[src/hw/rtl/mrm_pkg.sv]
`timescale 1ns / 1ps

package mrm_pkg;

  // Default fixed-point format: signed Q16.16 in a 32-bit element.
  localparam int unsigned FRAC_BITS_DEF   = 16;
  localparam int unsigned ELEM_WIDTH_DEF  = 32;
  localparam int unsigned QUEUE_DEPTH_DEF = 4;

  // Port width of every element and the matrix dimension.
  localparam int unsigned DATA_W = 32;
  localparam int unsigned N      = 4;

  // Item class decided in the front part.
  typedef enum logic {
    OP_MUL  = 1'b0,
    OP_LOAD = 1'b1
  } op_e;

  // One classified item as it travels through the queue. Elements are
  // already sign-extended from the element width to the port width.
  typedef struct packed {
    op_e                          op;
    logic [1:0]                   row;
    logic [N-1:0][DATA_W-1:0]     elem;
  } item_t;

  // Sign-extend the low ew bits of x to the full port width.
  function automatic logic signed [DATA_W-1:0] sext_elem(input logic [DATA_W-1:0] x,
                                                         input int unsigned ew);
    logic [DATA_W-1:0] t;
    t = x << (DATA_W - ew);
    return $signed(t) >>> (DATA_W - ew);
  endfunction

endpackage

[src/hw/rtl/mrm_fifo.sv]
`timescale 1ns / 1ps

module mrm_fifo #(
  parameter int unsigned DEPTH = mrm_pkg::QUEUE_DEPTH_DEF
) (
  input  logic           clk_i,
  input  logic           rst_ni,
  input  logic           push_i,
  output logic           push_ready_o,
  input  mrm_pkg::item_t push_item_i,
  output logic           valid_o,
  input  logic           pop_i,
  output mrm_pkg::item_t head_o
);

  localparam int unsigned PTR_W = (DEPTH > 1) ? $clog2(DEPTH) : 1;
  localparam int unsigned CNT_W = $clog2(DEPTH + 1);

  mrm_pkg::item_t   mem_q [DEPTH];
  logic [PTR_W-1:0] wr_ptr_q, wr_ptr_d, rd_ptr_q, rd_ptr_d;
  logic [CNT_W-1:0] count_q, count_d;
  logic             do_push, do_pop;

  assign push_ready_o = (count_q != CNT_W'(DEPTH));
  assign valid_o      = (count_q != '0);
  assign head_o       = mem_q[rd_ptr_q];
  assign do_push      = push_i && push_ready_o;
  assign do_pop       = pop_i && valid_o;

  // Pointer and fill-count update, wrapping at the queue depth.
  always_comb begin
    wr_ptr_d = wr_ptr_q;
    rd_ptr_d = rd_ptr_q;
    count_d  = count_q;
    if (do_push) begin
      wr_ptr_d = (wr_ptr_q == PTR_W'(DEPTH - 1)) ? '0 : wr_ptr_q + 1'b1;
    end
    if (do_pop) begin
      rd_ptr_d = (rd_ptr_q == PTR_W'(DEPTH - 1)) ? '0 : rd_ptr_q + 1'b1;
    end
    if (do_push && !do_pop) begin
      count_d = count_q + 1'b1;
    end else if (do_pop && !do_push) begin
      count_d = count_q - 1'b1;
    end
  end

  always_ff @(posedge clk_i or negedge rst_ni) begin
    if (!rst_ni) begin
      wr_ptr_q <= '0;
      rd_ptr_q <= '0;
      count_q  <= '0;
    end else begin
      wr_ptr_q <= wr_ptr_d;
      rd_ptr_q <= rd_ptr_d;
      count_q  <= count_d;
    end
  end

  // Entry storage.
  always_ff @(posedge clk_i) begin
    if (do_push) begin
      mem_q[wr_ptr_q] <= push_item_i;
    end
  end

  // The fill count never passes the depth.
  a_count_bound: assert property (@(posedge clk_i) disable iff (!rst_ni)
    count_q <= CNT_W'(DEPTH))
    else $error("queue fill count above depth");

  // A pop is only requested while an entry is present.
  a_pop_nonempty: assert property (@(posedge clk_i) disable iff (!rst_ni)
    pop_i |-> valid_o)
    else $error("pop from empty queue");

  // A lone pop lowers the fill count by exactly one.
  a_pop_count: assert property (@(posedge clk_i) disable iff (!rst_ni)
    (do_pop && !do_push) |=> (count_q == $past(count_q) - 1'b1))
    else $error("queue count did not follow a pop");

endmodule

[config.mk]
export PLATFORM = sky130hd
export DESIGN_NAME = mrm_fifo
export DESIGN_NICKNAME = d
export VERILOG_FILES = /design/src/hw/rtl/mrm_pkg.sv /design/src/hw/rtl/mrm_fifo.sv
export SDC_FILE = /design/constraint.sdc
export NUM_CORES = 1
export LEC_CHECK = 0
export BUFFER_PORTS_ARGS = -buffer_cell sky130_fd_sc_hd__buf_2
export CAP_MARGIN = 10
export CORE_UTILIZATION = 60
export DETAILED_ROUTE_END_ITERATION = 7
export PLACE_DENSITY = 0.82
export SYNTH_ARGS = -nofsm -noshare
export SYNTH_HDL_FRONTEND = slang
export SYNTH_SLANG_ARGS = --single-unit
[constraint.sdc]
create_clock -name clk_i -period 6.9 [get_ports clk_i]
set_clock_uncertainty 0.1 [all_clocks]
set_input_delay 1.38 -clock clk_i [delete_from_list [all_inputs] [get_ports clk_i]]
set_output_delay 1.38 -clock clk_i [all_outputs]
set_load 0.03 [all_outputs]
==> results of run 1 <==
==> power groups by stage <==
| stage | combinational, mW | clock, mW | sequential, mW |
|---|---|---|---|
| floorplan | 2.72 | 0 | 4.49 |
| global placement | 3.52 | 0 | 4.57 |
| detailed placement | 3.54 | 0 | 4.61 |
| CTS | 3.57 | 2.93 | 4.57 |
| global route | 3.69 | 3.05 | 4.61 |
| finish | 3.52 | 2.88 | 4.55 |
==> how the worst max path moves through the flow <==
| stage | start | endpoint | slack [ns] |
|---|---|---|---|
| 2_1_floorplan | push_i | mem_q[0][0] | 1.51 |
| 3_3_place_gp | push_i | mem_q[3][61] | 2.91 |
| 3_5_place_dp | push_i | mem_q[3][61] | 2.84 |
| 4_1_cts | rd_ptr_q[0] | head_o[114] | 2.26 |
| 5_1_grt | rd_ptr_q[0] | head_o[114] | 2.15 |
| 6_report | rd_ptr_q[0] | head_o[114] | 2.39 |
==> kinds of logic after synthesis <==
group,count (synthesis)
flip-flops,531
buffers and inverters,33
multiplexers,136
adder cells (fa/ha/maj),7
AND/OR/NAND/NOR,11
AO/OA/AOI/OAI,1
XOR/XNOR,3
==> state kept, by name, indices dropped and copies added (netlist names) <==
register,flops
mem_q,524
count_q,3
rd_ptr_q,2
wr_ptr_q,2
==> synthesized netlist by cell type <==
master / n
or3_1: 1
mux4_2: 131
ha_1: 6
edfxtp_1: 524
a21boi_1: 1
xor2_1: 2
and2_1: 4
xnor2_1: 1
nand2_1: 2
nor2_1: 4
clkbuf_1: 4
dfrtp_1: 7
mux2_2: 5
buf_4: 1
inv_1: 3
fa_1: 1
buf_2: 16
buf_6: 9
==> area by class of cell <==
cell class	instances	area [um^2]	share of cell area
sequential	531	15900	0.696
multi-input combinational	158	3200	0.140
timing repair buffer	276	1450	0.0636
clock buffer	56	1270	0.0557
tap	402	503	0.0220
clock inverter	37	482	0.0211
antenna	6	15.0	0.000657
inverter	3	11.3	0.000493
==> per-stage QoR <==
| step | cell area (um^2) | worst slack [ns] |
|---|---|---|
| 5_1_grt | 22800 | 2.15 |
| 3_5_place_dp | 21100 | 2.84 |
| 4_1_cts | 22800 | 2.26 |
| 6_report | 22900 | 2.39 |
| 2_1_floorplan | 19300 | 1.51 |
| 3_3_place_gp | 21100 | 2.91 |
==> layer usage <==
metal	global-route usage	vias up
met3	0.0816	78
met2	0.372	349
met4	0.0698	16
li1	-	3746
met1	0.289	4503
met5	0	-
==> worst reg2reg max path, stage by stage (launching register included) <==
cell	delay, ns
dfrtp_1	0.43
nor2_1	0.08
a21boi_1	0.46
and2_4	0.90
buf_4	0.66
==> results.json, run 1 <==
{
  "status": "completed",
  "finalNonFillerCells": 1469,
  "drt-initial-drc-count": 663,
  "rows": 65,
  "regToRegEndpoint": "mem_q[3][119]",
  "tns_ns": 0,
  "synthXorXnorAreaFrac": 0.00136,
  "n_fill_cell": 1734,
  "drt-total-wl_um": 36800,
  "area_delta_synth_final_pct": 18.3,
  "hold-worst-slack_ns": 0.440,
  "layout_commonest_cell": "edfxtp_1",
  "p_int_mw": 7.27,
  "crit_cells": 3,
  "die_w_um": 181,
  "switching_share": 0.336,
  "reg2reg_depth": 4,
  "syn-cell-area_um2": 19300,
  "syn-instance-count": 722,
  "hold_viol_final": 0,
  "slew_headroom": 0.335,
  "drt_pre_antenna_iters": 5,
  "core_area_um2": 31600,
  "dr_wl_met3_um": 3630,
  "crit_family": "flip-flops",
  "synth_top_area_share": 0.815,
  "ir_worst_vdd_uv": 396,
  "io_buffers": 267,
  "grt_pass1_wl_um": 54700,
  "cp.required_ns": 5.42,
  "seq_area_frac_synth": 0.824,
  "seqPwrFrac": 0.415,
  "cts.clk_slew.worst_paths_ns": 0.06,
  "root_buffer": "clkbuf_16",
  "synth_adder_area_share": 0.00492,
  "fin_util": 0.722,
  "min_path_cells": 1,
  "cts_sinks": 531,
  "ios": 268,
  "ctsResizeCount": 0,
  "power_mw": 11.0,
  "cts_inserted_buffers": 50,
  "timing.final.crit_share": 0.654,
  "maxCapViolCount": 0,
  "p_switching_mw": 3.68,
  "yosysTopAreaCell": "edfxtp_1",
  "start_util": 0.611,
  "die_y_um": 181,
  "cp-start-kind": "register",
  "worstPathArrival_ns": 3.03,
  "leakagePower_nw": 7.79,
  "min_period_ns": 4.51,
  "crit_chain": "buf_4 -> mux4_2 -> buf_2",
  "dieArea_um2": 32900,
  "pwr_density_cell_nw_per_um2": 479,
  "synth_top_family_by_area": "multiplexers",
  "worstPathMaxFanout": 46,
  "clockPowerShare": 0.263,
  "synth_cell_type_count": 18,
  "mostFrequentLayoutCells": "edfxtp_1, buf_2, mux4_2, clkbuf_16, clkinv_1",
  "synthMuxAreaShare": 0.156,
  "wl_met1_um": 13800,
  "wl_per_cell_um": 25.0,
  "track_usage": 0.227,
  "synth.avg_cell_area_um2": 26.8,
  "grt_max_degree": 114,
  "end_kind": "primary output",
  "worst_path_max_delay_cell": "dfrtp_4",
  "worst_pin_slew_ns": 0.998,
  "maxSlewViolCount": 0,
  "cts_tree": "done",
  "drive_above_1_share": 0.463,
  "grt_pass1_vias": 9199,
  "h-tree-depth": 2,
  "viasPerCell": 5.92,
  "cts_max_path_buffers": 3,
  "overflow": 0,
  "crit_type": "reg -> out",
  "max_stage_delay_ns": 1.00,
  "antenna_found_initial": 13,
  "route.detailed.drc": 0,
  "synthTopCellsByArea": "edfxtp_1, mux4_2, dfrtp_1, buf_6, buf_2",
  "dr.max_layer_used": "met5",
  "synth_compound_area_frac": 0.000389,
  "nNetsFinal": 1162,
  "place_congestion": 0.745,
  "clkLatencyLatePin_ns": 0.55,
  "hold_end": "count_q[2]",
  "detail-route-antenna-nets": 0,
  "yosys.area_share.simple": 0.00279,
  "hp-class": "reg -> reg",
  "setup_viol": 0,
  "rsz0062_at_grt": "false",
  "fmax_mhz": 222,
  "r2r-start": "count_q[0]",
  "hold_start": "count_q[2]",
  "post_cts_buffers": 0,
  "comb_power_share": 0.321,
  "synth_seq_cells": 531,
  "dp.cells": 1370,
  "synth_nets": 864,
  "reg2reg_slack_ns": 3.86,
  "critical_path_buf_inv_count": 2,
  "cts-hold-fix-buffers": 0,
  "ys_warn_count": 0,
  "place_hpwl_um": 20900,
  "wl_met2_um": 18300,
  "vias": 8692
}
No activity file was read; power rests on OpenSTA's default activity.
==> run 2, diff against run 1 <==
--- a/config.mk
+++ b/config.mk
@@ -5,11 +5,12 @@
 export SDC_FILE = /design/constraint.sdc
 export NUM_CORES = 1
 export LEC_CHECK = 0
+export ABC_AREA = 1
 export BUFFER_PORTS_ARGS = -buffer_cell sky130_fd_sc_hd__buf_2
 export CAP_MARGIN = 10
-export CORE_UTILIZATION = 60
+export CORE_UTILIZATION = 52
 export DETAILED_ROUTE_END_ITERATION = 7
-export PLACE_DENSITY = 0.82
+export PLACE_DENSITY = 0.75
 export SYNTH_ARGS = -nofsm -noshare
 export SYNTH_HDL_FRONTEND = slang
 export SYNTH_SLANG_ARGS = --single-unit
==> constraint.sdc (replaced) <==
create_clock -name clk_i -period 4 [get_ports clk_i]
set_clock_uncertainty 0.1 [all_clocks]
set_input_delay 0.8 -clock clk_i [delete_from_list [all_inputs] [get_ports clk_i]]
set_output_delay 0.8 -clock clk_i [all_outputs]
set_load 0.03 [all_outputs]
==> results.json, run 2 <==
{
  "wl_per_cell_um": 17.4,
  "drt-initial-drc-count": 648,
  "seqPwrFrac": 0.372,
  "biggestRegsByFlops": "mem_q (524), count_q (3)",
  "synth_top_area_share": 0.726,
  "seq_area_frac_synth": 0.735,
  "io_buffers": 267,
  "die_w_um": 206,
  "h-tree-depth": 2,
  "synth_top_flop_cell": "edfxtp_1",
  "synthTopCellsByArea": "edfxtp_1, nand2_1, o211ai_1, o211ai_2, inv_1",
  "maxSlewViolCount": 0,
  "nNetsFinal": 1994,
  "grt_pass1_wl_um": 64100,
  "post_cts_buffers": 0,
  "ys_warn_count": 0,
  "viasPerCell": 5.14,
  "tns_ns": 0,
  "async_reset_ff_frac": 0.0132,
  "timing.final.crit_share": 0.849,
  "switching_share": 0.387,
  "fin_util": 0.621,
  "grt_max_degree": 99,
  "slew_headroom": 0.507,
  "regArea_um2": 15900,
  "reg2reg_depth": 5,
  "vias": 12500,
  "ios": 268,
  "rows": 74,
  "largest_reg_flops": 524,
  "worst_pin_slew_ns": 0.739,
  "p_switching_mw": 8.05,
  "n_fill_cell": 3018,
  "track_usage": 0.198,
  "cts_inserted_buffers": 53,
  "synth_commonest_cells": "edfxtp_1, nand2_1, inv_1",
  "syn-cell-area_um2": 21700,
  "detail-route-antenna-nets": 0,
  "ir_worst_vdd_uv": 576,
  "dieArea_um2": 42500,
  "grt_pass1_vias": 12100,
  "worstPathMaxFanout": 98,
  "min_period_ns": 3.40,
  "overflow": 0,
  "regMostFlops": "mem_q",
  "worstPathArrival_ns": 2.50,
  "synth_seq_cells": 531,
  "rsz0062_at_grt": "false",
  "synth.avg_cell_area_um2": 13.6,
  "synth_cell_type_count": 18,
  "place_congestion": 0.750,
  "min_path_cells": 1,
  "yosysMostFrequentCell": "edfxtp_1",
  "clockPowerShare": 0.250,
  "status": "completed",
  "cts.clk_slew.worst_paths_ns": 0.06,
  "drt-total-wl_um": 42300,
  "p_int_mw": 12.7,
  "mostFrequentLayoutCells": "edfxtp_1, nand2_1, inv_1, buf_2, o211ai_1",
  "hold_viol_final": 0,
  "hp-class": "in -> reg",
  "die_y_um": 206,
  "leakagePower_nw": 10.2,
  "drive_above_1_share": 0.248,
  "syn-instance-count": 1588,
  "hold-worst-slack_ns": 0.322,
  "cp-start-kind": "register",
  "crit_type": "reg -> out",
  "antenna_found_initial": 9,
  "setup_viol": 0,
  "reg2reg_slack_ns": 1.54,
  "area_delta_synth_final_pct": 17.3,
  "hold_start": "push_item_i[73]",
  "root_buffer": "clkbuf_16",
  "start_util": 0.529,
  "end_kind": "primary output",
  "maxCapViolCount": 0,
  "cp.required_ns": 3.10,
  "cts_tree": "done",
  "comb_power_share": 0.378,
  "cts_max_path_buffers": 3,
  "pwr_density_cell_nw_per_um2": 817,
  "synth_nets": 1730,
  "place_hpwl_um": 25600,
  "hold_end": "mem_q[1][73]",
  "regToRegEndpoint": "mem_q[1][7]",
  "fmax_mhz": 295,
  "synth_edf_count": 524,
  "layout_commonest_cell": "edfxtp_1",
  "clkLatencyLatePin_ns": 0.58,
  "route.detailed.drc": 0,
  "multi_input_area_um2": 4150,
  "cts_sinks": 531,
  "drt_pre_antenna_iters": 4,
  "core_area_um2": 40900,
  "r2r-start": "count_q[0]",
  "yosysTopAreaCell": "edfxtp_1"
}
==> run 2: cell types whose count changed in the layout (fill, tap and decap cells not counted), sizes merged, moves of 2 or more <==
cell,previous run,this run
nand3,0,7
clkbuf,56,63
nor2,4,6
inv,5,278
buf,276,296
o211ai,0,262
and2,4,0
mux2,5,0
nand2,2,408
xor2,2,0
mux4,131,0
==> run 2: worst max path at each step <==
stage,from,end,slack (ns),cells after the start
3_5_place_dp,rd_ptr_q[0],head_o[59],1.20,4
6_report,rd_ptr_q[0],head_o[76],0.60,5
2_1_floorplan,count_q[0],mem_q[0][0],-1.03,4
3_3_place_gp,rd_ptr_q[0],head_o[59],1.22,4
4_1_cts,rd_ptr_q[0],head_o[59],0.56,4
5_1_grt,rd_ptr_q[0],head_o[29],0.44,5
==> run 2: cell type report <==
| type | instances | share of cell area |
|---|---|---|
| diodes | 5 | 0.000492 |
| well taps | 532 | 0.0262 |
| flip-flops and latches | 531 | 0.626 |
| clock buffers | 63 | 0.0553 |
| inverters | 276 | 0.0410 |
| repair buffers | 297 | 0.0694 |
| multi-input cells | 693 | 0.163 |
| clock inverters | 36 | 0.0177 |
==> run 2: worst max-delay path, cell delays in order, from the launching register on <==
cell and delay [ns]:
dfrtp_4 0.92, buf_12 0.41, nand2_1 0.11, o211ai_1 0.09, nand2_1 0.11, buf_2 0.19
==> run 2: power groups by stage <==
| stage | clock network (mW) | logic, mW | registers (mW) |
|---|---|---|---|
| CTS | 5.29 | 7.97 | 7.74 |
| detailed placement | 0 | 7.95 | 7.85 |
| floorplan | 0 | 5.90 | 7.74 |
| global route | 5.48 | 8.53 | 7.82 |
| finish | 5.19 | 7.85 | 7.72 |
| global placement | 0 | 7.80 | 7.79 |
==> run 2: metrics by stage <==
stage	setup slack [ns]	cells	instance area, um^2	power, mW
floorplan	-1.03	1588	21700	13.6
global placement	1.22	2328	23500	15.6
detailed placement	1.20	2328	23500	15.8
CTS	0.560	2428	25400	21.0
global route	0.441	2430	25400	21.8
finish	0.605	2433	25400	20.8
==> run 2: logic make-up after synthesis <==
logic type      Yosys count  share of synthesized area
fa+ha+maj                 7                    0.00439
flops                   531                      0.735
xor+xnor                  1                   0.000404
simple gates            422                     0.0736
buf+inv                 364                     0.0752
compound gates          263                      0.112
==> run 2: what timing repair did <==
item                                   CTS  global route
endpoints found under the hold margin    7             0
hold buffers                             1             0
resized for setup                        0             0
==> run 2: layer usage <==
layer / routed length [um] / up-vias / global-route usage
li1: - / 6084 / -
met5: 63 / - / 0
met4: 893 / 8 / 0.0633
met3: 3270 / 73 / 0.0536
met1: 17200 / 6004 / 0.247
met2: 20900 / 348 / 0.335
==> run 3, diff against run 2 <==
--- a/config.mk
+++ b/config.mk
@@ -8,9 +8,9 @@
 export ABC_AREA = 1
 export BUFFER_PORTS_ARGS = -buffer_cell sky130_fd_sc_hd__buf_2
 export CAP_MARGIN = 10
-export CORE_UTILIZATION = 52
+export CORE_UTILIZATION = 58
 export DETAILED_ROUTE_END_ITERATION = 7
-export PLACE_DENSITY = 0.75
+export PLACE_DENSITY = 0.79
 export SYNTH_ARGS = -nofsm -noshare
 export SYNTH_HDL_FRONTEND = slang
 export SYNTH_SLANG_ARGS = --single-unit
==> constraint.sdc (replaced) <==
create_clock -name clk_i -period 3.4 [get_ports clk_i]
set_clock_uncertainty 0.1 [all_clocks]
set_input_delay 0.68 -clock clk_i [delete_from_list [all_inputs] [get_ports clk_i]]
set_output_delay 0.68 -clock clk_i [all_outputs]
set_load 0.03 [all_outputs]
==> results.json, run 3 (synthesis gave the netlist of run 2 again) <==
{
  "h-tree-depth": 2,
  "largest_reg_flops": 524,
  "clkLatencyLatePin_ns": 0.60,
  "worst_path_max_delay_cell": "dfrtp_4",
  "mostFrequentLayoutCells": "edfxtp_1, nand2_1, inv_1, buf_2, o211ai_1",
  "fmax_mhz": 314,
  "ir_worst_vdd_uv": 831,
  "slew_headroom": 0.467,
  "grt_pass1_wl_um": 68700,
  "overflow": 0,
  "regMostFlops": "mem_q",
  "nNetsFinal": 1998,
  "place_hpwl_um": 26700,
  "rsz0062_at_grt": "false",
  "wl_per_cell_um": 18.6,
  "drive_above_1_share": 0.248,
  "cp-start-kind": "register",
  "antenna_found_initial": 6,
  "crit_chain": "buf_12 -> nand2_1 -> o211ai_1 -> nand2_1 -> buf_2",
  "drt-initial-drc-count": 765,
  "cp.required_ns": 2.62,
  "regArea_um2": 15900,
  "pwr_density_cell_nw_per_um2": 946,
  "multi_input_area_um2": 4160,
  "worst_pin_slew_ns": 0.797,
  "setup_viol": 0,
  "n_fill_cell": 2469,
  "end_kind": "primary output",
  "maxSlewViolCount": 0,
  "dp.cells": 2269,
  "vias": 12700,
  "leakagePower_nw": 10.0,
  "dieArea_um2": 38100,
  "critical_path_buf_inv_count": 2,
  "start_util": 0.590,
  "status": "completed",
  "detail-route-antenna-nets": 0,
  "maxCapViolCount": 0,
  "tns_ns": 0,
  "ctsResizeCount": 0,
  "finalNonFillerCells": 2367,
  "fin_area_um2": 25100,
  "viasPerCell": 5.35,
  "die_w_um": 195,
  "crit_type": "reg -> out",
  "area_delta_synth_final_pct": 15.8,
  "track_usage": 0.236,
  "cp_common_cell": "nand2_1",
  "rows": 70,
  "route.detailed.drc": 0,
  "hp-class": "in -> reg",
  "cts_tree": "done",
  "hold_viol_final": 0,
  "min_period_ns": 3.19,
  "crit_family": "flip-flops",
  "ios": 268,
  "cts_sinks": 531,
  "io_buffers": 267,
  "worstPathArrival_ns": 2.41,
  "cts.clk_slew.worst_paths_ns": 0.06,
  "layout_commonest_cell": "edfxtp_1",
  "biggestRegsByFlops": "mem_q (524), count_q (3)",
  "place_area_um2": 23500,
  "root_buffer": "clkbuf_16",
  "power_mw": 23.7,
  "grt_pass1_vias": 12900,
  "place_congestion": 0.779,
  "die_y_um": 195,
  "max_stage_delay_ns": 0.76,
  "cts_inserted_buffers": 52,
  "grt_max_degree": 101,
  "cts_max_path_buffers": 3,
  "worstPathMaxFanout": 100,
  "core_area_um2": 36700,
  "drt_pre_antenna_iters": 5,
  "drt-total-wl_um": 44100,
  "timing.final.crit_share": 0.937
}
==> run 3: path summary, 6_finish.rpt <==
path / startpoint / endpoint / slack (ns) / cells after the start
worst max register to register: count_q[0] / mem_q[1][55] / 1.14 / 5
worst min-delay path: push_item_i[98] / mem_q[1][98] / 0.19 / 1
worst min register to register: count_q[2] / count_q[2] / 0.44 / 2
max in group asynchronous: rst_ni / rd_ptr_q[1] / 2.65 / 2
worst max-delay path: rd_ptr_q[0] / head_o[21] / 0.21 / 5
min in group asynchronous: rst_ni / wr_ptr_q[1] / 0.36 / 2
==> run 3: cell type report <==
cell class / count / share of cell area
clock inverter: 30 / 0.00703
sequential: 531 / 0.634
antenna: 4 / 0.000399
timing repair buffer: 302 / 0.0733
multi-input combinational: 693 / 0.166
tap: 468 / 0.0233
clock buffer: 63 / 0.0544
inverter: 276 / 0.0415
==> run 3: layer usage <==
layer / routed length (um) / vias to the layer above / track usage / part of all wire
met3: 3200 / 86 / 0.0637 / 0.073
met2: 22000 / 377 / 0.393 / 0.50
met4: 1250 / 6 / 0.0863 / 0.028
met5: 39 / - / 0 / 0.00088
met1: 17700 / 6119 / 0.297 / 0.40
li1: - / 6075 / - / -
==> run 3: through the flow <==
| step | utilization | setup WS (ns) | hold WS (ns) |
|---|---|---|---|
| global placement | 0.641 | 0.891 | 0.397 |
| detailed placement | 0.641 | 0.853 | 0.424 |
| finish | 0.684 | 0.214 | 0.192 |
| CTS | 0.683 | 0.177 | 0.158 |
| floorplan | - | 0.0231 | 0.284 |
| global route | 0.683 | 0.0753 | 0.174 |
==> run 3: power breakdown <==
part           internal [mW]  switching [mW]
Clock                   2.92            2.30
Sequential              8.59           0.429
Combinational           2.67            6.82
==> run 3: worst reg2reg max path: cells and delay by family (launching register included) <==
kind | cells | cell delay, ns
flops | 1 | 0.40
simple gates | 3 | 0.98
buf+inv | 2 | 0.45
==> run 3: what timing repair did <==
| action | in CTS | in global routing |
|---|---|---|
| endpoints found under the hold margin | 7 | 0 |
| hold buffers | 1 | 0 |
| setup buffers | 0 | 0 |
