File: src/hw/rtl/mrm_pkg.sv
`timescale 1ns / 1ps

package mrm_pkg;

  // Default fixed-point format: signed Q16.16 in a 32-bit element.
  localparam int unsigned FRAC_BITS_DEF   = 16;
  localparam int unsigned ELEM_WIDTH_DEF  = 32;
  localparam int unsigned QUEUE_DEPTH_DEF = 4;

  // Port width of every element and the matrix dimension.
  localparam int unsigned DATA_W = 32;
  localparam int unsigned N      = 4;

  // Item class decided in the front part.
  typedef enum logic {
    OP_MUL  = 1'b0,
    OP_LOAD = 1'b1
  } op_e;

  // One classified item as it travels through the queue. Elements are
  // already sign-extended from the element width to the port width.
  typedef struct packed {
    op_e                          op;
    logic [1:0]                   row;
    logic [N-1:0][DATA_W-1:0]     elem;
  } item_t;

  // Sign-extend the low ew bits of x to the full port width.
  function automatic logic signed [DATA_W-1:0] sext_elem(input logic [DATA_W-1:0] x,
                                                         input int unsigned ew);
    logic [DATA_W-1:0] t;
    t = x << (DATA_W - ew);
    return $signed(t) >>> (DATA_W - ew);
  endfunction

endpackage

File: src/hw/rtl/mrm_front.sv
`timescale 1ns / 1ps

module mrm_front #(
  parameter int unsigned ELEM_WIDTH = mrm_pkg::ELEM_WIDTH_DEF
) (
  input  logic                   clk_i,
  input  logic                   rst_ni,
  input  logic                   in_valid_i,
  output logic                   in_ready_o,
  input  logic                   kind_i,
  input  logic [1:0]             row_index_i,
  input  logic [mrm_pkg::N-1:0][mrm_pkg::DATA_W-1:0] elem_i,
  output logic                   push_o,
  input  logic                   push_ready_i,
  output mrm_pkg::item_t         item_o
);

  logic           valid_q, valid_d;
  mrm_pkg::item_t item_q, item_d;
  logic           in_xfer;

  // The input register frees up whenever its item moves into the queue.
  assign in_ready_o = !valid_q || push_ready_i;
  assign in_xfer    = in_valid_i && in_ready_o;
  assign push_o     = valid_q;
  assign item_o     = item_q;

  // Classify the item and sign-extend its elements from the element width.
  always_comb begin
    item_d.op  = kind_i ? mrm_pkg::OP_LOAD : mrm_pkg::OP_MUL;
    item_d.row = row_index_i;
    for (int j = 0; j < mrm_pkg::N; j++) begin
      item_d.elem[j] = mrm_pkg::sext_elem(elem_i[j], ELEM_WIDTH);
    end
    valid_d = in_xfer || (valid_q && !push_ready_i);
  end

  // Control register.
  always_ff @(posedge clk_i or negedge rst_ni) begin
    if (!rst_ni) begin
      valid_q <= 1'b0;
    end else begin
      valid_q <= valid_d;
    end
  end

  // Payload register.
  always_ff @(posedge clk_i) begin
    if (in_xfer) begin
      item_q <= item_d;
    end
  end

endmodule

File: config.mk
export PLATFORM = sky130hd
export DESIGN_NAME = mrm_front
export DESIGN_NICKNAME = d
export VERILOG_FILES = /design/src/hw/rtl/mrm_pkg.sv /design/src/hw/rtl/mrm_front.sv
export SDC_FILE = /design/constraint.sdc
export NUM_CORES = 1
export LEC_CHECK = 0
export ABC_AREA = 1
export BUFFER_PORTS_ARGS = -buffer_cell sky130_fd_sc_hd__buf_2
export CELL_PAD_IN_SITES_DETAIL_PLACEMENT = 0
export CELL_PAD_IN_SITES_GLOBAL_PLACEMENT = 2
export CORE_ASPECT_RATIO = 0.5
export CORE_UTILIZATION = 29
export DETAILED_ROUTE_END_ITERATION = 10
export PLACE_DENSITY = 0.9
export SYNTH_ARGS = -nofsm -noshare
export SYNTH_HDL_FRONTEND = slang
export SYNTH_SLANG_ARGS = --single-unit
File: constraint.sdc
create_clock -name clk_i -period 11.6 [get_ports clk_i]
set_clock_uncertainty 0.05 [all_clocks]
set_input_delay 1.74 -clock clk_i [delete_from_list [all_inputs] [get_ports clk_i]]
set_output_delay 1.74 -clock clk_i [all_outputs]
set_load 0.1 [all_outputs]
==> results of run 1 <==
==> state kept, by name (all words and copies together), names as in the netlist <==
register	flops
push_o	1
item_o	131
==> power by group <==
part | internal, uW | leakage [uW] | switching (uW)
clock network | 381 | 0.000312 | 192
registers | 557 | 0.00126 | 6.53
logic | 32.5 | 0.00108 | 211
==> stage by stage <==
| step | total power, uW | hold slack, ps | instances | instance area [um2] |
|---|---|---|---|---|
| 4_1_cts | 1390 | 559 | 608 | 6200 |
| 5_1_grt | 1420 | 607 | 608 | 6200 |
| 6_report | 1380 | 568 | 608 | 6200 |
| 3_5_place_dp | 818 | 545 | 577 | 5560 |
| 2_1_floorplan | 771 | 1390 | 137 | 3980 |
| 3_3_place_gp | 815 | 516 | 577 | 5560 |
==> layout make-up <==
class                           count  area (um2)  area share [%]
Clock buffer                       18         429            6.92
Clock inverter                     13         208            3.35
Inverter                            2        7.51           0.121
Tap cell                          170         213            3.43
Sequential cell                   132        3960            63.9
Timing Repair Buffer              270        1360            21.9
Multi-Input combinational cell      3        23.8           0.384
==> cell usage after synthesis, drive strengths merged <==
cell type / instances / area [um2]
a21oi: 1 / 5.00
dfrtp: 1 / 25.0
edfxtp: 131 / 3930
inv: 2 / 7.51
nand2: 2 / 7.51
==> worst min-delay path by stage <==
stage	cells after the start	startpoint	to	slack, ps
3_5_place_dp	2	push_o	push_o	540
6_report	2	push_o	push_o	570
2_1_floorplan	0	rst_ni	push_o	1390
5_1_grt	2	push_o	push_o	610
4_1_cts	2	push_o	push_o	560
3_3_place_gp	2	push_o	push_o	520
==> worst max-delay path: stages <==
cell,delay (ps)
sky130_fd_sc_hd__buf_2,80
sky130_fd_sc_hd__inv_1,60
sky130_fd_sc_hd__nand2_1,80
sky130_fd_sc_hd__buf_2,430
==> logic make-up after synthesis <==
kind of cell / count (synthesis)
AND/OR/NAND/NOR: 2
buffers and inverters: 2
flip-flops: 132
AO/OA/AOI/OAI: 1
==> per-layer routing <==
metal | part of all wire (%) | global-route usage (%)
met4 | 1.0 | 6.17
met3 | 3.1 | 4.24
met1 | 38 | 16.9
met5 | 0 | 0
met2 | 58 | 28.3
==> cell usage in the layout, fill, tap and decap left out <==
| cell type | count |
|---|---|
| sky130_fd_sc_hd__buf_2 | 267 |
| sky130_fd_sc_hd__edfxtp_1 | 131 |
| sky130_fd_sc_hd__clkbuf_16 | 17 |
| sky130_fd_sc_hd__bufinv_16 | 5 |
| sky130_fd_sc_hd__clkinv_4 | 4 |
| sky130_fd_sc_hd__buf_4 | 3 |
| sky130_fd_sc_hd__inv_1 | 2 |
| sky130_fd_sc_hd__nand2_1 | 2 |
| sky130_fd_sc_hd__clkinv_2 | 2 |
| sky130_fd_sc_hd__a21oi_4 | 1 |
| sky130_fd_sc_hd__clkinv_1 | 1 |
| sky130_fd_sc_hd__inv_6 | 1 |
| sky130_fd_sc_hd__clkbuf_1 | 1 |
| sky130_fd_sc_hd__dfrtp_1 | 1 |
==> impl_metrics.env, run 1 <==
export IMPL_core_region_area_um2=13000
export IMPL_placement_rows=29
export IMPL_die_height_um=84.8
export IMPL_reg2reg_end="item_o[32]"
export IMPL_synth_nets=272
export IMPL_synth_compound_area_share_pct=0.126
export IMPL_synth_mux_area_fraction_pct=0
export IMPL_pwr_density_cell_nw_per_um2=223
export IMPL_fin_nets=561
export IMPL_clockBufferDepth=2
export IMPL_worst_ep_required_ps=9810
export IMPL_first_pass_iters=4
export IMPL_sequential_to_total_area_share_from_yosys_stat_pct=99.5
export IMPL_cts_max_level=4
export IMPL_r2r_start="push_o"
export IMPL_die_width_um=168
export IMPL_hold_viol=0
export IMPL_grt_pass1_wl_um=15400
export IMPL_worst_margin_slew_ps=716
export IMPL_fin_crit_sh_pct=36.0
export IMPL_timing_critical_path_arrival_ps=2390
export IMPL_place_gp_congestion=0.793
export IMPL_worst_ir_drop_vdd_mv=0.0896
export IMPL_post_drt_via_cell_ratio=4.00
export IMPL_floorplan_initialDensity_pct=30.5
export IMPL_cp_end_kind="output port"
export IMPL_clock_latency_ps=400
export IMPL_number_of_global_route_vias_before_repair=2573
export IMPL_postRouteAntennaNets=0
export IMPL_synth_simple_gate_area_share_pct=0.189
export IMPL_antenna_found_initial=0
export IMPL_final_min_clock_period_ps=4180
export IMPL_crit_end="in_ready_o"
export IMPL_drv_cap=0
export IMPL_syn_to_final_growth_pct=55.8
export IMPL_cts_buffers=17
export IMPL_crit_path_start="push_ready_i"
export IMPL_rsz0062_at_grt="false"
export IMPL_overflow=0
export IMPL_fmax_mhz=239
export IMPL_route_detailed_wl_per_inst_um=18.0
export IMPL_final_core_utilization_pct=47.6
export IMPL_holdBufCountCts=0
export IMPL_synthAdderAreaFrac_pct=0
export IMPL_cp_start_kind="input port"
export IMPL_setup_ws_final_ps=7420
export IMPL_synthesis_area_um2=3980
export IMPL_buffer_ports_inserted=267
export IMPL_first_iter_violations=125
export IMPL_n_antenna_cell=0
export IMPL_final_setup_viol_count=0
export IMPL_combinational_family_with_the_most_area_after_synthesis="buffers and inverters"
export IMPL_post_synth_inst_count=137
export IMPL_remaining_drc_errors=0
export IMPL_ys_ff_latch=132
export IMPL_worstRegToRegCells=3
export IMPL_ioPinCount=268
export IMPL_synth_avg_cell_area_um2=29.0
export IMPL_die_area_um2=14200
export IMPL_timing_critical_path_fanout_max=2
export IMPL_slew_headroom_pct=52.3
export IMPL_final_setup_tns_ps=0
export IMPL_grt_max_degree=57
export IMPL_tritoncts_clock_tree="yes"
export IMPL_timing_hold_worst_class="register to register"
export IMPL_post_cts_repair_setup_buffers=0
export IMPL_ctsResizeCount=0
export IMPL_synth_xor_xnor_area_share_pct=0
export IMPL_setup_worst_path_class="input port to output port"
export IMPL_rrSetupSlack_ps=9390
export IMPL_detailedPlace_worstSlack_ps=7420
export IMPL_grt_util_all_layers_pct=15.3
export IMPL_dr_total_vias=2433
export IMPL_wl_um=11000
export IMPL_cts_clk_slew_worst_paths_ps=60
export IMPL_drive_gt1_share_pct=68.5
export IMPL_synth_warnings=0
export IMPL_ctsRootBufferMaster="sky130_fd_sc_hd__clkbuf_16"
export IMPL_cts_num_sinks=132
export IMPL_number_of_distinct_library_cells_after_synthesis=5
export IMPL_static_leakage_power_uw=0.00265
export IMPL_timing_final_max_slew_violations=0
export IMPL_dp_hpwl_um=8460
export IMPL_run_status="finished, final reports clean"
export IMPL_filler_cell_count=1134
Power figures use the tool's default switching activity.
==> inputs of run 2 (changes only) <==
- ABC_AREA: 1 -> 0
- CORE_UTILIZATION: 29 -> 24
- PLACE_DENSITY: 0.9 -> 0.8
- clock period: 11.6 -> 3.6 ns (I/O delays scaled with it)
==> run 2 against run 1 <==
Effect of this change: register-to-register slack worse by 7600 ps; sequential cell count unchanged; clock-buffer cell count unchanged; synthesized area up 0.22%; setup slack worse by 5700 ps.
==> impl_metrics.env, run 2 <==
export IMPL_worstPathCellList="nand2b_4 > buf_2"
export IMPL_final_setup_tns_ps=0
export IMPL_post_cts_repair_setup_buffers=0
export IMPL_synthAdderAreaFrac_pct=0
export IMPL_total_power_uw=4300
export IMPL_synthesis_area_um2=3990
export IMPL_ioPinCount=268
export IMPL_synth_compound_area_share_pct=0
export IMPL_synth_common_cells="sky130_fd_sc_hd__edfxtp_1, sky130_fd_sc_hd__and2_4, sky130_fd_sc_hd__dfrtp_1, sky130_fd_sc_hd__nand2b_1, sky130_fd_sc_hd__nand2b_4"
export IMPL_first_iter_violations=139
export IMPL_asyncSetResetFlopFracSynth_pct=0.758
export IMPL_die_height_um=93.1
export IMPL_clock_latency_ps=400
export IMPL_n_antenna_cell=0
export IMPL_cts_clk_slew_worst_paths_ps=60
export IMPL_multi_input_comb_area_um2=28.8
export IMPL_dr_total_vias=2450
export IMPL_cts_num_sinks=132
export IMPL_synth_edff_count=131
export IMPL_synth_xor_xnor_area_share_pct=0
export IMPL_mostFrequentLayoutCells="sky130_fd_sc_hd__buf_2, sky130_fd_sc_hd__edfxtp_1, sky130_fd_sc_hd__clkbuf_16"
export IMPL_netlist_top_cells_area="sky130_fd_sc_hd__edfxtp_1, sky130_fd_sc_hd__dfrtp_1, sky130_fd_sc_hd__nand2b_4"
export IMPL_cts_max_level=4
export IMPL_grt_util_all_layers_pct=12.5
export IMPL_critical_path_top_delay_family="buffers and inverters"
export IMPL_placement_rows=32
export IMPL_cp_start_kind="register"
export IMPL_worst_ir_drop_vdd_mv=0.239
export IMPL_reg2reg_end="item_o[23]"
export IMPL_hold_viol=0
export IMPL_synth_mux_area_fraction_pct=0
export IMPL_antenna_found_initial=1
export IMPL_syn_to_final_growth_pct=56.2
export IMPL_rsz0062_at_grt="false"
export IMPL_crit_path_start="push_o"
export IMPL_crit_end="in_ready_o"
export IMPL_buffer_ports_inserted=267
export IMPL_sequential_cell_area_um2=3960
export IMPL_worst_margin_slew_ps=524
export IMPL_cp_buffers_inverters=1
export IMPL_slowest_stage="sky130_fd_sc_hd__buf_2"
export IMPL_layout_commonest_cell="sky130_fd_sc_hd__buf_2"
export IMPL_worst_ep_required_ps=3010
export IMPL_remaining_drc_errors=0
export IMPL_final_min_clock_period_ps=1890
export IMPL_number_of_distinct_library_cells_after_synthesis=5
export IMPL_synth_warnings=0
export IMPL_timing_critical_path_fanout_max=3
export IMPL_wl_um=11000
export IMPL_run_status="finished, final reports clean"
export IMPL_cp_end_kind="output port"
export IMPL_timing_final_max_slew_violations=0
export IMPL_place_gp_congestion=0.741
export IMPL_ctsRootBufferMaster="sky130_fd_sc_hd__clkbuf_16"
export IMPL_final_instance_count_excl_fill=657
export IMPL_synth_nets=270
export IMPL_ys_ff_latch=132
export IMPL_slew_headroom_pct=65.3
export IMPL_synth_area_leader_cell="sky130_fd_sc_hd__edfxtp_1"
export IMPL_holdBufCountCts=1
export IMPL_first_pass_iters=4
export IMPL_synthDominantCellAreaShare_pct=98.7
export IMPL_worstRegToRegCells=3
export IMPL_grt_max_degree=69
export IMPL_floorplan_initialDensity_pct=25.2
export IMPL_grt_pass1_wl_um=14700
export IMPL_final_setup_viol_count=0
export IMPL_drv_cap=0
export IMPL_core_region_area_um2=15800
export IMPL_filler_cell_count=1518
export IMPL_synth_most_common_cell="sky130_fd_sc_hd__edfxtp_1"
export IMPL_hold_path_depth=1
export IMPL_route_detailed_wl_per_inst_um=16.7
export IMPL_combinational_family_with_the_most_area_after_synthesis="simple AND/OR/NAND/NOR gates"
export IMPL_worstSetupPathDepth=2
export IMPL_placed_cells=625
export IMPL_dp_hpwl_um=8530
export IMPL_post_drt_via_cell_ratio=3.73
export IMPL_setup_worst_path_class="register to output port"
export IMPL_rrSetupSlack_ps=1790
export IMPL_fin_nets=559
export IMPL_largest_register_ff_count=131
export IMPL_tritoncts_clock_tree="yes"
export IMPL_die_area_um2=17200
export IMPL_final_core_utilization_pct=39.4
export IMPL_r2r_start="push_o"
export IMPL_sequential_to_total_area_share_from_yosys_stat_pct=99.3
export IMPL_die_width_um=184
export IMPL_overflow=0
export IMPL_critPathMaxStageDelay_ps=420
export IMPL_timing_hold_worst_class="input port to register"
export IMPL_static_leakage_power_uw=0.00262
export IMPL_synth_simple_gate_area_share_pct=0.722
export IMPL_final_hold_worst_slack_ps=262
export IMPL_ctsResizeCount=0
export IMPL_synth_avg_cell_area_um2=29.5
export IMPL_cts_buffers=17
export IMPL_drive_gt1_share_pct=68.8
export IMPL_postSynth_topFlopCell="sky130_fd_sc_hd__edfxtp_1"
export IMPL_clockBufferDepth=2
export IMPL_fmax_mhz=528
export IMPL_post_synth_inst_count=135
export IMPL_fin_crit_sh_pct=52.6
export IMPL_postRouteAntennaNets=0
export IMPL_pwr_density_cell_nw_per_um2=690
export IMPL_number_of_global_route_vias_before_repair=2471
export IMPL_timing_critical_path_arrival_ps=1300
## run 2: cell types whose count changed in the layout (fill, tap and decap cells not counted)
cell and change:
sky130_fd_sc_hd__clkinvlp_4 +3, sky130_fd_sc_hd__buf_4 -2, sky130_fd_sc_hd__bufinv_16 -2, sky130_fd_sc_hd__inv_1 -2, sky130_fd_sc_hd__nand2_1 -2, sky130_fd_sc_hd__a21oi_4 -1, sky130_fd_sc_hd__and2_4 +1, sky130_fd_sc_hd__buf_12 +1
sky130_fd_sc_hd__dlygate4sd3_1 +1, sky130_fd_sc_hd__inv_6 -1, sky130_fd_sc_hd__nand2b_1 +1, sky130_fd_sc_hd__nand2b_4 +1
## run 2: stage by stage
stage | setup slack (ps) | area [um2]
2_1_floorplan | 889 | 3990
3_3_place_gp | 1570 | 5630
3_5_place_dp | 1520 | 5630
4_1_cts | 1680 | 6230
5_1_grt | 1650 | 6230
6_report | 1710 | 6230
## run 2: worst min-delay path by stage
stage	start	endpoint	slack, ps
after floorplan	rst_ni	push_o	190
after CTS	elem_i[115]	item_o[115]	240
after global placement	rst_ni	push_o	270
after detailed placement	rst_ni	push_o	270
final	elem_i[100]	item_o[100]	260
after global routing	elem_i[98]	item_o[98]	230
## run 2: area by class of cell
type                       count  share of cell area [%]
tap                          221                    4.44
timing repair buffer         270                    22.1
multi-input combinational      3                   0.462
clock inverter                13                    2.59
sequential                   132                    63.6
clock buffer                  18                    6.89
## run 2: cells by family after synthesis
logic type and Yosys count:
DFF 132, and+or+nand+nor 3
## run 2: worst reg2reg max path: stages, from the launching register on
cell and delay [ps]:
sky130_fd_sc_hd__dfrtp_1 400, sky130_fd_sc_hd__nand2b_4 80, sky130_fd_sc_hd__and2_4 430, sky130_fd_sc_hd__buf_4 480
## run 2: where the power goes
| group | total [uW] | leakage, uW | internal (uW) | switching [uW] |
|---|---|---|---|---|
| sequential | 1810 | 0.00126 | 1790 | 18.9 |
| combinational | 786 | 0.00108 | 108 | 678 |
| clock | 1700 | 0.000279 | 1080 | 617 |
| total | 4300 | 0.00262 | 2980 | 1310 |
## run 2: routing by layer
metal | GRT usage, % | up-vias | part of all wire, %
li1 | - | 1130 | -
met1 | 13.1 | 1267 | 37
met2 | 23.0 | 43 | 59
met3 | 4.44 | 8 | 3.3
met4 | 4.93 | 2 | 0.75
met5 | 0 | - | 0.11
==> inputs of run 3 (changes only) <==
- CORE_UTILIZATION: 24 -> 27
- PLACE_DENSITY: 0.8 -> 0.84
- clock period: 3.6 -> 1.82 ns (I/O delays scaled with it)
==> run 3 against run 2 <==
Effect of this change: register-to-register slack got worse by 1500 ps; worst hold slack worse by 240 ps; critical endpoint unchanged; largest cell class unchanged; critical path type unchanged; non-clock buffer count rose by 129; sequential share of layout area shrank 11 points.
==> impl_metrics.env, run 3 (same netlist as run 2, synthesis figures left out) <==
export IMPL_n_antenna_cell=0
export IMPL_run_status="finished, final reports clean"
export IMPL_timing_hold_worst_class="input port to register"
export IMPL_cts_clk_slew_worst_paths_ps=60
export IMPL_slew_headroom_pct=65.6
export IMPL_ioPinCount=268
export IMPL_cts_num_sinks=132
export IMPL_cts_buffers=17
export IMPL_final_hold_worst_slack_ps=17.4
export IMPL_drv_cap=0
export IMPL_core_region_area_um2=14000
export IMPL_buffer_ports_inserted=267
export IMPL_hold_viol=0
export IMPL_static_leakage_power_uw=0.00319
export IMPL_share_comb_of_total_power_pct=20.2
export IMPL_r2r_start="push_o"
export IMPL_final_min_clock_period_ps=1700
export IMPL_worst_ep_required_ps=1500
export IMPL_fmax_mhz=589
export IMPL_die_width_um=174
export IMPL_fin_nets=688
export IMPL_first_iter_violations=156
export IMPL_cts_max_level=4
export IMPL_remaining_drc_errors=0
export IMPL_die_area_um2=15300
export IMPL_post_cts_repair_setup_buffers=0
export IMPL_antenna_found_initial=0
export IMPL_dp_hpwl_um=8770
export IMPL_worst_margin_slew_ps=520
export IMPL_worst_ir_drop_vdd_mv=0.566
export IMPL_p_switching_uw=2680
export IMPL_final_instance_count_excl_fill=758
export IMPL_overflow=0
export IMPL_place_gp_congestion=0.774
export IMPL_ctsRootBufferMaster="sky130_fd_sc_hd__clkbuf_16"
export IMPL_placement_rows=30
export IMPL_switching_share_pct=30.1
export IMPL_final_setup_viol_count=0
export IMPL_number_of_global_route_vias_before_repair=3160
export IMPL_syn_to_final_growth_pct=88.9
export IMPL_crit_path_start="push_o"
export IMPL_mostFrequentLayoutCells="sky130_fd_sc_hd__buf_2, sky130_fd_sc_hd__edfxtp_1, sky130_fd_sc_hd__dlygate4sd3_1"
export IMPL_filler_cell_count=1162
export IMPL_grt_max_degree=36
export IMPL_hold_start="elem_i[100]"
export IMPL_rsz0062_at_grt="false"
export IMPL_floorplan_initialDensity_pct=28.6
export IMPL_wl_um=12300
export IMPL_drive_gt1_share_pct=53.7
export IMPL_pwr_density_cell_nw_per_um2=1190
export IMPL_timing_final_max_slew_violations=0
export IMPL_ctsResizeCount=0
export IMPL_fin_crit_sh_pct=93.3
export IMPL_clockBufferDepth=2
export IMPL_cp_start_kind="register"
export IMPL_setup_worst_path_class="register to output port"
export IMPL_tritoncts_clock_tree="yes"
export IMPL_route_detailed_wl_per_inst_um=16.3
export IMPL_clock_latency_ps=400
export IMPL_power_share_sequential_pct=40.2
export IMPL_placed_cells=599
export IMPL_dr_total_vias=2953
export IMPL_first_pass_iters=4
export IMPL_die_height_um=87.9
export IMPL_timing_critical_path_arrival_ps=1380
export IMPL_postRouteAntennaNets=0
export IMPL_clock_power_share_pct=39.6
export IMPL_cp_end_kind="output port"
export IMPL_post_drt_via_cell_ratio=3.90
export IMPL_grt_util_all_layers_pct=15.9
export IMPL_layout_commonest_cell="sky130_fd_sc_hd__buf_2"
export IMPL_grt_pass1_wl_um=17500
export IMPL_power_internal_uw=6240
export IMPL_largest_register_ff_count=131
export IMPL_timing_critical_path_fanout_max=3
## run 3: changes by cell type in the layout (fill, tap and decap cells not counted)
| cell | change |
|---|---|
| sky130_fd_sc_hd__dfrtp_1 | -1 |
| sky130_fd_sc_hd__dfrtp_4 | +1 |
| sky130_fd_sc_hd__bufinv_16 | +1 |
| sky130_fd_sc_hd__buf_4 | +1 |
| sky130_fd_sc_hd__clkinvlp_4 | -1 |
| sky130_fd_sc_hd__clkbuf_1 | +1 |
| sky130_fd_sc_hd__dlygate4sd3_1 | +126 |
| sky130_fd_sc_hd__buf_12 | +2 |
## run 3: worst max-delay path, stage by stage, from the launching register on
cell and delay, ps:
sky130_fd_sc_hd__dfrtp_4 480, sky130_fd_sc_hd__nand2b_4 80, sky130_fd_sc_hd__buf_2 420
## run 3: metal layers
metal / vias up / GRT usage (%) / share of wire, %
li1: 1391 / - / -
met1: 1500 / 16.9 / 37
met2: 48 / 30.5 / 58
met3: 14 / 4.12 / 2.7
met4: 0 / 7.10 / 1.8
met5: - / 0 / 0
## run 3: power by group through the flow
stage	Clock [uW]	Sequential (uW)	Combinational, uW
after global routing	3750	3600	1850
after global placement	0	3640	1570
after floorplan	0	4810	70.4
final	3540	3590	1800
after CTS	3620	3590	1800
after detailed placement	0	3650	1580
## run 3: stage by stage
stage	total power [uW]	setup slack [ps]	TNS (ps)	util, %	cell area, um2
floorplan	4880	-624	-81690	-	3990
global placement	5210	293	0	40.4	5640
detailed placement	5230	271	0	40.4	5640
CTS	9010	100	0	53.4	7460
global route	9190	72.0	0	53.9	7530
finish	8920	121	0	53.9	7530
## run 3: area by class of cell
class | count | area (um2) | area share, %
clock inverter | 13 | 184 | 2.44
sequential | 132 | 3960 | 52.6
clock buffer | 19 | 433 | 5.75
timing repair buffer | 399 | 2680 | 35.6
tap | 192 | 240 | 3.19
multi-input combinational | 3 | 28.8 | 0.382
## run 3: timing repair
item	CTS	global route
endpoints found under the setup margin	0	0
endpoints found under the hold margin	120	7
hold buffers	120	7
## run 3: worst paths after layout
path	end	slack (ps)	cells past startpoint
max	in_ready_o	120	2
min	item_o[100]	20	1
max reg2reg	item_o[56]	280	3
min reg2reg	push_o	520	2
max in group asynchronous	push_o	1500	2
min in group asynchronous	push_o	130	2
